==> src/hw/rtl/jcs_pkg.sv <==
`timescale 1ns / 1ps
// ----------------------------------------------------------------------------
// jcs_pkg
// Shared types and constants for the JSONC comment stripper.
// ----------------------------------------------------------------------------
package jcs_pkg;

    // Scanner state; code 7 is unused and behaves as normal text
    typedef enum logic [2:0] {
        MODE_NORMAL     = 3'd0,
        MODE_SLASH      = 3'd1,
        MODE_STRING     = 3'd2,
        MODE_ESCAPE     = 3'd3,
        MODE_LINE       = 3'd4,
        MODE_BLOCK      = 3'd5,
        MODE_BLOCK_STAR = 3'd6
    } scan_mode_t;

    localparam logic [7:0] CH_BACKSLASH = 8'h5C;
    localparam logic [7:0] CH_QUOTE     = 8'h22;
    localparam logic [7:0] CH_SLASH     = 8'h2F;
    localparam logic [7:0] CH_STAR      = 8'h2A;
    localparam logic [7:0] CH_NEWLINE   = 8'h0A;

    // Result queue
    localparam int FIFO_DEPTH = 4;
    localparam int FIFO_AW    = $clog2(FIFO_DEPTH);
    localparam int FIFO_CW    = $clog2(FIFO_DEPTH + 1);

    typedef struct packed {
        logic [7:0] text_byte;
        logic       final_byte;
    } text_beat_t;

    typedef struct packed {
        logic [7:0] out_byte;
        logic       has_byte;
        logic       end_of_text;
    } clean_beat_t;

endpackage

==> src/hw/rtl/jsonc_comment_stripper_unit.sv <==
`timescale 1ns / 1ps
// ----------------------------------------------------------------------------
// jsonc_comment_stripper_unit
// Streaming JSONC comment remover: one text byte in, zero to two bytes out.
// ----------------------------------------------------------------------------
//  channel | direction | handshake                 | payload
//  text    | in        | text_valid / text_ready   | text_data  (text_beat_t)
//  clean   | out       | clean_valid / clean_ready | clean_data (clean_beat_t)
//
//  One text beat is accepted per cycle while the result queue has room for
//  two results; each beat passes through the combinational scanner and is
//  registered into the queue. The output side drains one result per cycle
//  while clean_ready is high, so a run of beats that each yield two results
//  is held back by text_ready. Reset empties the four-entry result queue and
//  returns the scanner to normal text. Output stalls back up into text_ready
//  once fewer than two slots are free.
// ----------------------------------------------------------------------------
module jsonc_comment_stripper_unit (
    input  logic                 clk,
    input  logic                 rst_n,
    input  logic                 text_valid,
    output logic                 text_ready,
    input  jcs_pkg::text_beat_t  text_data,
    output logic                 clean_valid,
    input  logic                 clean_ready,
    output jcs_pkg::clean_beat_t clean_data
);
    import jcs_pkg::*;

    scan_mode_t  mode_reg;
    scan_mode_t  mode_next;
    scan_mode_t  step_mode;

    clean_beat_t res0;
    clean_beat_t res1;
    logic [1:0]  res_cnt;

    clean_beat_t               fifo_mem [FIFO_DEPTH];
    logic [FIFO_AW-1:0]        wr_ptr_reg;
    logic [FIFO_AW-1:0]        wr_ptr_next;
    logic [FIFO_AW-1:0]        rd_ptr_reg;
    logic [FIFO_AW-1:0]        rd_ptr_next;
    logic [FIFO_CW-1:0]        fifo_cnt_reg;
    logic [FIFO_CW-1:0]        fifo_cnt_next;

    logic       push;
    logic       pop;
    logic [7:0] c;

    assign c    = text_data.text_byte;
    assign push = text_valid && text_ready;
    assign pop  = clean_valid && clean_ready;

    // ---------------- scanner next state ----------------
    always_comb
    begin
        step_mode = mode_reg;
        unique case (mode_reg)
            MODE_SLASH:
            begin
                if (c == CH_SLASH)
                    step_mode = MODE_LINE;
                else if (c == CH_STAR)
                    step_mode = MODE_BLOCK;
                else if (c == CH_QUOTE)
                    step_mode = MODE_STRING;
                else
                    step_mode = MODE_NORMAL;
            end
            MODE_STRING:
            begin
                if (c == CH_BACKSLASH)
                    step_mode = MODE_ESCAPE;
                else if (c == CH_QUOTE)
                    step_mode = MODE_NORMAL;
            end
            MODE_ESCAPE:
                step_mode = MODE_STRING;
            MODE_LINE:
            begin
                if (c == CH_NEWLINE)
                    step_mode = MODE_NORMAL;
            end
            MODE_BLOCK:
            begin
                if (c == CH_STAR)
                    step_mode = MODE_BLOCK_STAR;
            end
            MODE_BLOCK_STAR:
            begin
                if (c == CH_SLASH)
                    step_mode = MODE_NORMAL;
                else if (c != CH_STAR)
                    step_mode = MODE_BLOCK;
            end
            default:
            begin
                if (c == CH_QUOTE)
                    step_mode = MODE_STRING;
                else if (c == CH_SLASH)
                    step_mode = MODE_SLASH;
                else
                    step_mode = MODE_NORMAL;
            end
        endcase
        mode_next = text_data.final_byte ? MODE_NORMAL : step_mode;
    end

    // ---------------- scanner outputs ----------------
    always_comb
    begin
        res0    = '{out_byte: c,        has_byte: 1'b1, end_of_text: 1'b0};
        res1    = '{out_byte: c,        has_byte: 1'b1, end_of_text: 1'b0};
        res_cnt = 2'd0;
        unique case (mode_reg)
            MODE_SLASH:
            begin
                // held slash released ahead of a non-opener byte
                if (c != CH_SLASH && c != CH_STAR)
                begin
                    res0.out_byte = CH_SLASH;
                    res_cnt       = 2'd2;
                end
            end
            MODE_STRING, MODE_ESCAPE:
                res_cnt = 2'd1;
            MODE_LINE:
            begin
                if (c == CH_NEWLINE)
                    res_cnt = 2'd1;
            end
            MODE_BLOCK, MODE_BLOCK_STAR:
                res_cnt = 2'd0;
            default:
            begin
                if (c != CH_SLASH)
                    res_cnt = 2'd1;
            end
        endcase

        if (text_data.final_byte)
        begin
            // a slash held at end of text is plain text; count is 0 here
            if (step_mode == MODE_SLASH)
            begin
                res0.out_byte = CH_SLASH;
                res_cnt       = 2'd1;
            end
            priority if (res_cnt == 2'd0)
            begin
                res0    = '{out_byte: 8'h00, has_byte: 1'b0, end_of_text: 1'b1};
                res_cnt = 2'd1;
            end
            else if (res_cnt == 2'd1)
                res0.end_of_text = 1'b1;
            else
                res1.end_of_text = 1'b1;
        end
    end

    always_ff @(posedge clk or negedge rst_n)
    begin
        if (!rst_n)
            mode_reg <= MODE_NORMAL;
        else if (push)
            mode_reg <= mode_next;
    end

    // ---------------- result queue ----------------
    assign text_ready  = fifo_cnt_reg <= FIFO_CW'(FIFO_DEPTH - 2);
    assign clean_valid = fifo_cnt_reg != '0;
    assign clean_data  = fifo_mem[rd_ptr_reg];

    always_comb
    begin
        wr_ptr_next   = wr_ptr_reg;
        rd_ptr_next   = rd_ptr_reg;
        fifo_cnt_next = fifo_cnt_reg;
        if (push)
        begin
            wr_ptr_next   = wr_ptr_reg + FIFO_AW'(res_cnt);
            fifo_cnt_next = fifo_cnt_next + FIFO_CW'(res_cnt);
        end
        if (pop)
        begin
            rd_ptr_next   = rd_ptr_reg + 1'b1;
            fifo_cnt_next = fifo_cnt_next - 1'b1;
        end
    end

    always_ff @(posedge clk or negedge rst_n)
    begin
        if (!rst_n)
        begin
            wr_ptr_reg   <= '0;
            rd_ptr_reg   <= '0;
            fifo_cnt_reg <= '0;
        end
        else
        begin
            wr_ptr_reg   <= wr_ptr_next;
            rd_ptr_reg   <= rd_ptr_next;
            fifo_cnt_reg <= fifo_cnt_next;
        end
    end

    always_ff @(posedge clk)
    begin
        if (push && res_cnt != 2'd0)
            fifo_mem[wr_ptr_reg] <= res0;
        if (push && res_cnt == 2'd2)
            fifo_mem[wr_ptr_reg + 1'b1] <= res1;
    end

`ifndef ASSERT_OFF
    a_fifo_bound: assert property (@(posedge clk) disable iff (!rst_n)
        fifo_cnt_reg <= FIFO_CW'(FIFO_DEPTH))
        else $error("result queue overfilled");

    a_final_resets: assert property (@(posedge clk) disable iff (!rst_n)
        (push && text_data.final_byte) |=> mode_reg == MODE_NORMAL)
        else $error("scanner not back to normal after final beat");

    a_final_yields: assert property (@(posedge clk) disable iff (!rst_n)
        (push && text_data.final_byte && !pop) |=> fifo_cnt_reg > $past(fifo_cnt_reg))
        else $error("final beat produced no result");

    a_ptr_track: assert property (@(posedge clk) disable iff (!rst_n)
        (fifo_cnt_reg == '0 || fifo_cnt_reg == FIFO_CW'(FIFO_DEPTH))
            |-> wr_ptr_reg == rd_ptr_reg)
        else $error("queue pointers out of step with count");
`endif

endmodule
==> config.mk <==
export PLATFORM = sky130hd
export DESIGN_NAME = jsonc_comment_stripper_unit
export DESIGN_NICKNAME = d
export VERILOG_FILES = /design/src/hw/rtl/jcs_pkg.sv /design/src/hw/rtl/jsonc_comment_stripper_unit.sv
export SDC_FILE = /design/constraint.sdc
export NUM_CORES = 1
export LEC_CHECK = 0
export ABC_AREA = 1
export BUFFER_PORTS_ARGS = -buffer_cell sky130_fd_sc_hd__buf_4
export CAP_MARGIN = 20
export CELL_PAD_IN_SITES_DETAIL_PLACEMENT = 1
export CELL_PAD_IN_SITES_GLOBAL_PLACEMENT = 1
export CORE_AREA = 8 8 90 92
export DETAILED_ROUTE_END_ITERATION = 12
export DIE_AREA = 0 0 98 100
export HOLD_SLACK_MARGIN = 0.12
export PLACE_DENSITY = 0.74
export SLEW_MARGIN = 10
export SYNTH_ARGS = -nofsm -noshare
export SYNTH_HDL_FRONTEND = slang
export SYNTH_SLANG_ARGS = --single-unit
==> constraint.sdc <==
create_clock -name clk -period 3.1 [get_ports clk]
set_input_delay 0.465 -clock clk [delete_from_list [all_inputs] [get_ports clk]]
set_output_delay 0.465 -clock clk [all_outputs]
set_load 0.02 [all_outputs]
* Word-level counts from Yosys, hierarchy flattened *
Memories as Yosys holds them, arrays and structs flattened.
Cells that the tools add are included.

operators by class
  $add $sub $neg = 5
  magnitude comparators = 1
  equal/unequal tests = 16
  mux-type cells = 37
  reduce and logical (&&, ||, !) cells = 10

operators with widths
  kind                                                             number
  2-to-1 mux 3 bit                                                 11
  == test 8 x 6 -> 1 bit (second input constant)                   3
  2-to-1 mux 8 bit                                                 3
  case mux 3 bit (6 select lines)                                  1
  != test 8 x 6 -> 1 bit (second input constant)                   2
  2-to-1 mux 2 bit                                                 7
  2-to-1 mux 1 bit                                                 12
  2-to-1 mux 10 bit                                                1
  == test 3 bit (second input constant)                            3
  2-to-1 mux 9 bit                                                 1
  == test 8 x 4 -> 1 bit (second input constant)                   1
  == test 8 x 7 -> 1 bit (second input constant)                   1
  case mux 2 bit (4 select lines)                                  1
  == test 3 x 1 -> 1 bit (second input constant)                   2
  == test 3 x 2 -> 1 bit (second input constant)                   2
  logical AND 1 bit                                                5
  adder 2 x 1 -> 2 bit (second input constant)                     2
  OR reduction 2 bit                                               2
  adder 3 x 2 -> 3 bit                                             1
  less-or-equal comparator 3 x 2 -> 1 bit (second input constant)  1
  nonzero test 3 bit                                               1
  subtractor 3 x 1 -> 3 bit (second input constant)                1
  adder 2 bit                                                      1
  == test 2 x 1 -> 1 bit (second input constant)                   1
  3 further kinds                                                  3

storage, ports and cells
  bits in registers = 10
  RAM bits = 40
  memories kept = 1

memories
  name      depth  bits a word  read ports  clocked after memory_dff  wr ports  line                               source
  fifo_mem  4      10           1           0                         2         jsonc_comment_stripper_unit.sv:38  clean_beat_t fifo_mem [FIFO_DEPTH];

* Longest topological paths before layout *
Gate-level depths: netlist of the first run.

  depth after elaboration = 15
  mapped depth = 15
  gate-level depth less buffers = 15

* Least setup slack after synthesis of the first run *
No wires, ideal clock.

  kind = input to register
  from = in text_data[1] (netlist bit)
  to = reg fifo_cnt_reg[2]
  data arrival time = 2.450 ns
  data required time = 2.982 ns
  setup slack = 0.532 ns
  stages on the path = 15
  buffers on the path = 1
  cell sequence = buf_2 > inv_2 > nand2_1 > nor2_2 > nand2_2 > nand3_4 > nand2_1 > nand2_1 > ha_1 > fa_1 > mux2i_1 > ha_1 > nand3_1 > xnor2_1 > inv_1

on the way
  longest elaborated chain between the ends = 15
  elaborated cells between the ends (all ways) = 34
  classes of those cells = add/sub: 2; eq/ne: 8; mux: 22; reduce/logical: 2

RTL lines
  what                             line                                                                                                     source
  start, declared                  jsonc_comment_stripper_unit.sv:23                                                                        input jcs_pkg::text_beat_t text_data,
  == test 8 x 6 -> 1 bit           jsonc_comment_stripper_unit.sv:65, jsonc_comment_stripper_unit.sv:74, jsonc_comment_stripper_unit.sv:98
  2-to-1 mux 2 bit                 jsonc_comment_stripper_unit.sv:65                                                                        else if (c == CH_QUOTE)
  2-to-1 mux 3 bit                 jsonc_comment_stripper_unit.sv:63                                                                        else if (c == CH_STAR)
  2-to-1 mux 3 bit                 jsonc_comment_stripper_unit.sv:61                                                                        if (c == CH_SLASH)
  case mux 3 bit (6 select lines)  jsonc_comment_stripper_unit.sv:58                                                                        unique case (mode_reg)
  == test 3 x 1 -> 1 bit           jsonc_comment_stripper_unit.sv:144                                                                       if (step_mode == MODE_SLASH)
  2-to-1 mux 2 bit                 jsonc_comment_stripper_unit.sv:144
  2-to-1 mux 2 bit                 jsonc_comment_stripper_unit.sv:141                                                                       if (text_data.final_byte)
  logical NOT 2 bit                jsonc_comment_stripper_unit.sv:149                                                                       priority if (res_cnt == 2'd0)
  2-to-1 mux 2 bit                 jsonc_comment_stripper_unit.sv:149
  2-to-1 mux 2 bit *               jsonc_comment_stripper_unit.sv:141
  adder 3 x 2 -> 3 bit *           jsonc_comment_stripper_unit.sv:182                                                                       fifo_cnt_next = fifo_cnt_next + FIFO_CW'(res_cnt);
  2-to-1 mux 3 bit *               jsonc_comment_stripper_unit.sv:179                                                                       if (push)
  subtractor 3 x 1 -> 3 bit        jsonc_comment_stripper_unit.sv:187                                                                       fifo_cnt_next = fifo_cnt_next - 1'b1;
  2-to-1 mux 3 bit *               jsonc_comment_stripper_unit.sv:184                                                                       if (pop)
  named net fifo_cnt_next[2]       jsonc_comment_stripper_unit.sv:44                                                                        logic [FIFO_CW-1:0] fifo_cnt_next;
  end signal, assigned             jsonc_comment_stripper_unit.sv:203                                                                       fifo_cnt_reg <= fifo_cnt_next;
  end, declared                    jsonc_comment_stripper_unit.sv:43                                                                        logic [FIFO_CW-1:0] fifo_cnt_reg;

Mark *: on every way through the listed nets, which the timed path passes. The rest lies on a longest branch. The select of a mux whose other input is x is not followed.
A chain may end at the register's enable or synchronous reset.

* Final worst setup path of the first run *
  from = reg mode_reg[1]
  to = reg fifo_cnt_reg[2]

on the way
  longest elaborated chain between the ends = 13
  elaborated cells between the ends (all ways) = 26
  classes of those cells = add/sub: 2; eq/ne: 7; mux: 14; reduce/logical: 3

RTL lines
  what                                        line                                                                  source
  start, declared                             jsonc_comment_stripper_unit.sv:30                                     scan_mode_t mode_reg;
  start signal, assigned                      jsonc_comment_stripper_unit.sv:166                                    mode_reg <= mode_next;
  2-to-1 mux 3 bit, on equally long branches  jsonc_comment_stripper_unit.sv:93, jsonc_comment_stripper_unit.sv:74
  2-to-1 mux 3 bit, on equally long branches  jsonc_comment_stripper_unit.sv:91, jsonc_comment_stripper_unit.sv:72
  case mux 3 bit (6 select lines)             jsonc_comment_stripper_unit.sv:58
  == test 3 x 1 -> 1 bit                      jsonc_comment_stripper_unit.sv:144
  2-to-1 mux 2 bit                            jsonc_comment_stripper_unit.sv:144
  2-to-1 mux 2 bit                            jsonc_comment_stripper_unit.sv:141
  logical NOT 2 bit                           jsonc_comment_stripper_unit.sv:149
  2-to-1 mux 2 bit                            jsonc_comment_stripper_unit.sv:149
  2-to-1 mux 2 bit *                          jsonc_comment_stripper_unit.sv:141
  adder 3 x 2 -> 3 bit *                      jsonc_comment_stripper_unit.sv:182
  2-to-1 mux 3 bit *                          jsonc_comment_stripper_unit.sv:179
  subtractor 3 x 1 -> 3 bit                   jsonc_comment_stripper_unit.sv:187
  2-to-1 mux 3 bit *                          jsonc_comment_stripper_unit.sv:184
  named net fifo_cnt_next[2]                  jsonc_comment_stripper_unit.sv:44

Marks and branches as above.

==> results.toml, run 1 <==
[outcome]
status = "completed"

[synth]
synth_top_cell_by_area = "edfxtp_1"
yosysWarnings = 0
synthFlopType = "edfxtp_1"
synth_top_area_share_pct = 37.26
ys_types = 33
synth_nets = 357
syn_inst = 340
syn-cell-area_um2 = 2902
synthTopCellsByArea = "edfxtp_1, nand2_1, dfrtp_1"
synth-seq-area-share_pct = 48.64
async_flop_share_pct = 20.00
ys_ff_latch = 50
postSynthAreaPerCell_um2 = 8.534
synth-edff-count = 36

[routing]
post_drt_via_cell_ratio = 5.466
drt-pass1-iter-count = 4
drtAntennaViolNets = 0
top_layer = "met4"
met3_length_um = 348
post_drt_wl_per_cell_um = 17.91
wl_met2_um = 3840
drt-met1-wl_um = 3620
wl_um = 7880
dr.first_iter.drc_count = 103
dr_total_vias = 2405
drc = 0

[clock_tree]
cts_setup_buffers = 0
clkSlewWorstSetupHoldPaths_ns = 0.09
clockRootBuffer = "clkbuf_8"
tritoncts = "yes"
post_cts_resized = 0
clkLatencyLatePin_ns = 0.30
cts-hold-fix-buffers = 1
cts.sinks = 50
cts_buffer_depth = 2
cts_made_buffers = 5
ctsHtreeMaxLevel = 2

[floorplan]
die_h_um = 100
core_um2 = 6644
die_area_um2 = 9800
ios = 25
initial_core_util_pct = 43.67
dieWidth_um = 98
rows = 30

[cells_and_area]
drive_above_1_share_pct = 18.33
syn2layout_area_growth_pct = 10.09
nNetsFinal = 376
final_cells = 440
largest_reg_flops = 40
antennaDiodeCount = 0

[min_path]
hold_path_class = "in2reg"

[timing]
min_period_over_period_pct = 86.89
hold_slack_ns = 0.4360
setup_viol = 0
rsz0062_at_grt = "no"
slew_viol_final = 0
fmax_mhz = 371.2
skew_ns = 0.005747
setup_tns_ns = 0
relSlewSlack_pct = 56.88
fin_ws_ns = 0.4063
period_minus_slack_ns = 2.694
worst_pin_slew_ns = 0.6460
hold_viol = 0

[pwr]
p_leak_nw = 1.324
peakVddDrop_v = 0.0002544
finalPower_mw = 2.524
p_per_area_nw_per_um2 = 790.2

[place]
dp_slack_ns = 0.2384
place.gp.congestion = 0.8688
numPortBuffers = 24
place_hpwl_um = 5897
place_inst = 431

[critical_path]
path_class = "reg2reg"
endpoint_kind = "flop"
arrival_ns = 2.90
crit_fanout = 9
worstPathRequired_ns = 3.30
cp-start-kind = "flop"

[global_route]
globalRouteTotalUtil_pct = 16.83
antenna_found_initial = 0
grt_pass1_wl_um = 13010
grt_pass1_vias = 2459
grt_max_degree = 22
grt.overflow.total = 0

[run]
drv_cap = 0
## path summary, 6_finish.rpt
check | from | endpoint | slack (ns) | cells past startpoint
max | mode_reg[1] | fifo_cnt_reg[2] | 0.41 | 13
min | clean_ready | rd_ptr_reg[0] | 0.44 | 3
min in group asynchronous | rst_n | mode_reg[2] | 0.52 | 2
max reg2reg | mode_reg[1] | fifo_cnt_reg[2] | 0.41 | 13
min reg2reg | fifo_mem[0][1] | fifo_mem[0][1] | 0.47 | 2
max in group asynchronous | rst_n | rd_ptr_reg[1] | 2.43 | 2
## kinds of logic (layout without fill, tap and decap cells)
group / Yosys count / in the layout / synth area share [%]
compound gates: 85 / 85 / 15.57
buf+inv: 44 / 64 / 7.244
mux: 2 / 2 / 0.6900
flops: 50 / 50 / 48.64
fa+ha+maj: 4 / 4 / 1.984
xor+xnor: 4 / 4 / 1.208
simple gates: 151 / 151 / 24.67
## synth_stat cells, types with 2 or more instances
| library cell | count |
|---|---|
| dfxtp_1 | 4 |
| buf_6 | 5 |
| buf_2 | 6 |
| nor3_1 | 3 |
| xor2_1 | 3 |
| nand4_1 | 4 |
| nor2_4 | 2 |
| o22ai_1 | 10 |
| nand2_1 | 80 |
| o21ai_1 | 40 |
| inv_1 | 19 |
| a21oi_1 | 4 |
| ha_1 | 3 |
| inv_2 | 9 |
| nand3_4 | 2 |
| nor2_1 | 33 |
| nor2_2 | 3 |
| mux2i_1 | 2 |
| nand2_2 | 4 |
| o21ai_2 | 2 |
| dfrtp_1 | 10 |
| clkbuf_1 | 5 |
| edfxtp_1 | 36 |
| o21ai_0 | 27 |
| nand3_1 | 9 |
| nand3_2 | 8 |
## worst max-delay path, cell delays in order, from the launching register on
cell and delay [ns]:
dfrtp_1 0.43, inv_2 0.08, nand2_1 0.11, nor2_4 0.20, nand3_4 0.16, nand2_1 0.19, nand2_1 0.11, ha_1 0.20
fa_1 0.42, mux2i_1 0.19, ha_1 0.18, nand3_1 0.09, xnor2_1 0.17, inv_1 0.05
## layout by cell type, fill, tap and decap left out, drive strengths merged, types with 2 or more instances in the layout
master,synthesis,final
a21oi,5,5
buf,11,27
clkbuf,5,5
clkinv,0,2
dfrtp,10,10
dfxtp,4,4
edfxtp,36,36
ha,3,3
inv,28,28
mux2i,2,2
nand2,85,85
nand3,19,19
nand4,4,4
nor2,38,38
nor3,3,3
o21ai,69,69
o22ai,10,10
xor2,3,3
## report_power, final
part           internal [mW]  leakage [nW]  switching [mW]
sequential             0.864         0.509           0.104
clock                  0.155        0.0416           0.217
combinational          0.412         0.774           0.772
total                   1.43          1.32            1.09
## area by class of cell
cell class / instances / area (µm²)
repair buffers: 28 / 212.7
inverters: 28 / 105.1
clock inverters: 3 / 16.27
clock buffers: 5 / 68.82
flip-flops and latches: 50 / 1411
well taps: 80 / 100.1
fillers: 803 / 3450
multi-input cells: 246 / 1280
## per-layer routing
layer  GRT usage, %  vias to the layer above
met1          21.58                     1169
met2          28.71                       41
li1               -                     1187
met3          3.045                        8
met4          3.837                        0
met5              0                        -
## metrics by stage
step,util (%),instance area [µm²]
3_3_place_gp,46.65,3099
5_1_grt,48.08,3194
6_report,48.08,3194
4_1_cts,48.08,3194
3_5_place_dp,46.65,3099
2_1_floorplan,-,2902
No activity file was read; power rests on OpenSTA's default activity.
==> run 2, diff against run 1 <==
==> constraint.sdc (replaced) <==
create_clock -name clk -period 3.1 [get_ports clk]
set_input_delay 0.31 -clock clk [delete_from_list [all_inputs] [get_ports clk]]
set_output_delay 0.31 -clock clk [all_outputs]
set_load 0.02 [all_outputs]
==> run 2 against run 1 <==
Compared with the run above:
- worst setup slack lost 0.040 ns
- core utilization increased by 0.19 points
- sequential power is essentially flat
- global-route usage up 0.19 points
- clock power up 25%
- sequential share of layout area fell by 0.17 points
- largest power group unchanged
==> results.toml, run 2 (synthesis results as in run 1) <==
[clock_tree]
ctsHtreeMaxLevel = 2
cts_setup_buffers = 0
clkSlewWorstSetupHoldPaths_ns = 0.09
cts.sinks = 50
clkLatencyLatePin_ns = 0.30
cts_buffer_depth = 2
cts_made_buffers = 5
clockRootBuffer = "clkbuf_8"
tritoncts = "yes"

[timing]
skew_ns = 0.008223
min_period_over_period_pct = 88.18
setup_viol = 0
hold_viol = 0
setup_tns_ns = 0
fmax_mhz = 365.8
fin_ws_ns = 0.3664
slew_viol_final = 0
rsz0062_at_grt = "no"
relSlewSlack_pct = 56.19
hold_slack_ns = 0.2844
period_minus_slack_ns = 2.734
worst_pin_slew_ns = 0.6565

[critical_path]
arrival_ns = 2.93
crit_path_cell_trace = "inv_2 > nand2_1 > nor2_4 > nand3_4 > nand2_1 > nand2_1 > ha_1 > fa_1 > mux2i_1 > ha_1 > nand3_1 > xnor2_1 > inv_1"
path_class = "reg2reg"
max_stage_delay_ns = 0.45
path_common_cell = "nand2_1"
cp-start-kind = "flop"
cp.buffers_inverters = 2
critPathSlowestCell = "dfrtp_1"
endpoint_kind = "flop"
critPathTopFamily = "simple AND/OR/NAND/NOR gates"
crit_fanout = 9
worstPathRequired_ns = 3.30

[cells_and_area]
layout_commonest_cell = "nand2_1"
drive_above_1_share_pct = 18.16
nNetsFinal = 374
syn2layout_area_growth_pct = 10.52
antennaDiodeCount = 0
layout_common_cells = "nand2_1, o21ai_1, edfxtp_1"
largest_reg_flops = 40

[pwr]
peakVddDrop_v = 0.0002632
finalPower_mw = 2.626
p_per_area_nw_per_um2 = 819.0
p_leak_nw = 1.333

[global_route]
grt.overflow.total = 0
globalRouteTotalUtil_pct = 17.03
antenna_found_initial = 0
grt_pass1_wl_um = 13210
grt_max_degree = 22
grt_pass1_vias = 2550

[routing]
post_drt_wl_per_cell_um = 18.17
drtAntennaViolNets = 0
post_drt_via_cell_ratio = 5.566
dr.first_iter.drc_count = 138
drt-pass1-iter-count = 4
drc = 0
dr_total_vias = 2438
wl_um = 7958

[floorplan]
die_area_um2 = 9800
dieWidth_um = 98
ios = 25
rows = 30
initial_core_util_pct = 43.67
die_h_um = 100
core_um2 = 6644

[min_path]
hold_path_class = "in2reg"

[place]
numPortBuffers = 24
place_hpwl_um = 5952
place.gp.congestion = 0.9285
dp_slack_ns = 0.3698

[outcome]
status = "completed"

[run]
drv_cap = 0
run 2: cell count changes in the layout (fill, tap and decap cells not counted):
cell / previous run / this run
buf_4: 27 / 25
inv_6: 0 / 1
bufinv_16: 0 / 1
clkinvlp_4: 1 / 0
clkinv_1: 1 / 0
run 2: what timing repair did:
item | in CTS | in global routing
hold endpoints to repair | 10 | 0
hold buffers | 1 | 0
resized for setup | 0 | 0
endpoints found under the setup margin | 0 | 0
run 2: path summary, 6_finish.rpt:
check / depth (start not counted) / to / start / slack, ns
max: 13 / fifo_cnt_reg[2] / mode_reg[1] / 0.37
min: 3 / rd_ptr_reg[0] / clean_ready / 0.28
max reg2reg: 13 / fifo_cnt_reg[2] / mode_reg[1] / 0.37
min reg2reg: 2 / fifo_mem[2][1] / fifo_mem[2][1] / 0.46
max in group asynchronous: 2 / rd_ptr_reg[1] / rst_n / 2.59
min in group asynchronous: 2 / wr_ptr_reg[1] / rst_n / 0.36
run 2: tightest hold or removal path: stages:
cell and delay, ns:
buf_4 0.09, a21oi_1 0.06, nor2_1 0.08
run 2: through the flow:
step	instance area [µm²]	utilization [%]	cells
detailed placement	3084	46.42	429
finish	3207	48.27	438
CTS	3207	48.27	438
global placement	3084	46.42	429
global route	3207	48.27	438
floorplan	2902	-	340
run 2: where the power goes:
part	leakage [nW]	switching, mW	internal (mW)	total [mW]
registers	0.509	0.106	0.864	0.971
logic	0.765	0.779	0.410	1.19
clock network	0.0585	0.224	0.242	0.466
total	1.33	1.11	1.52	2.63
run 2: layer usage:
layer | GRT usage (%) | part of all wire [%] | up-vias
met1 | 21.71 | 45 | 1173
met3 | 3.114 | 7.3 | 10
met4 | 6.115 | 1.7 | 0
met2 | 28.19 | 46 | 60
li1 | - | - | 1195
met5 | 0 | 0 | -
run 2: area by class of cell:
| class | instances | area, µm² |
|---|---|---|
| clock inverter | 3 | 43.79 |
| tap | 80 | 100.1 |
| fill | 804 | 3437 |
| clock buffer | 5 | 68.82 |
| timing repair buffer | 26 | 197.7 |
| inverter | 28 | 105.1 |
| sequential | 50 | 1411 |
| multi-input combinational | 246 | 1280 |
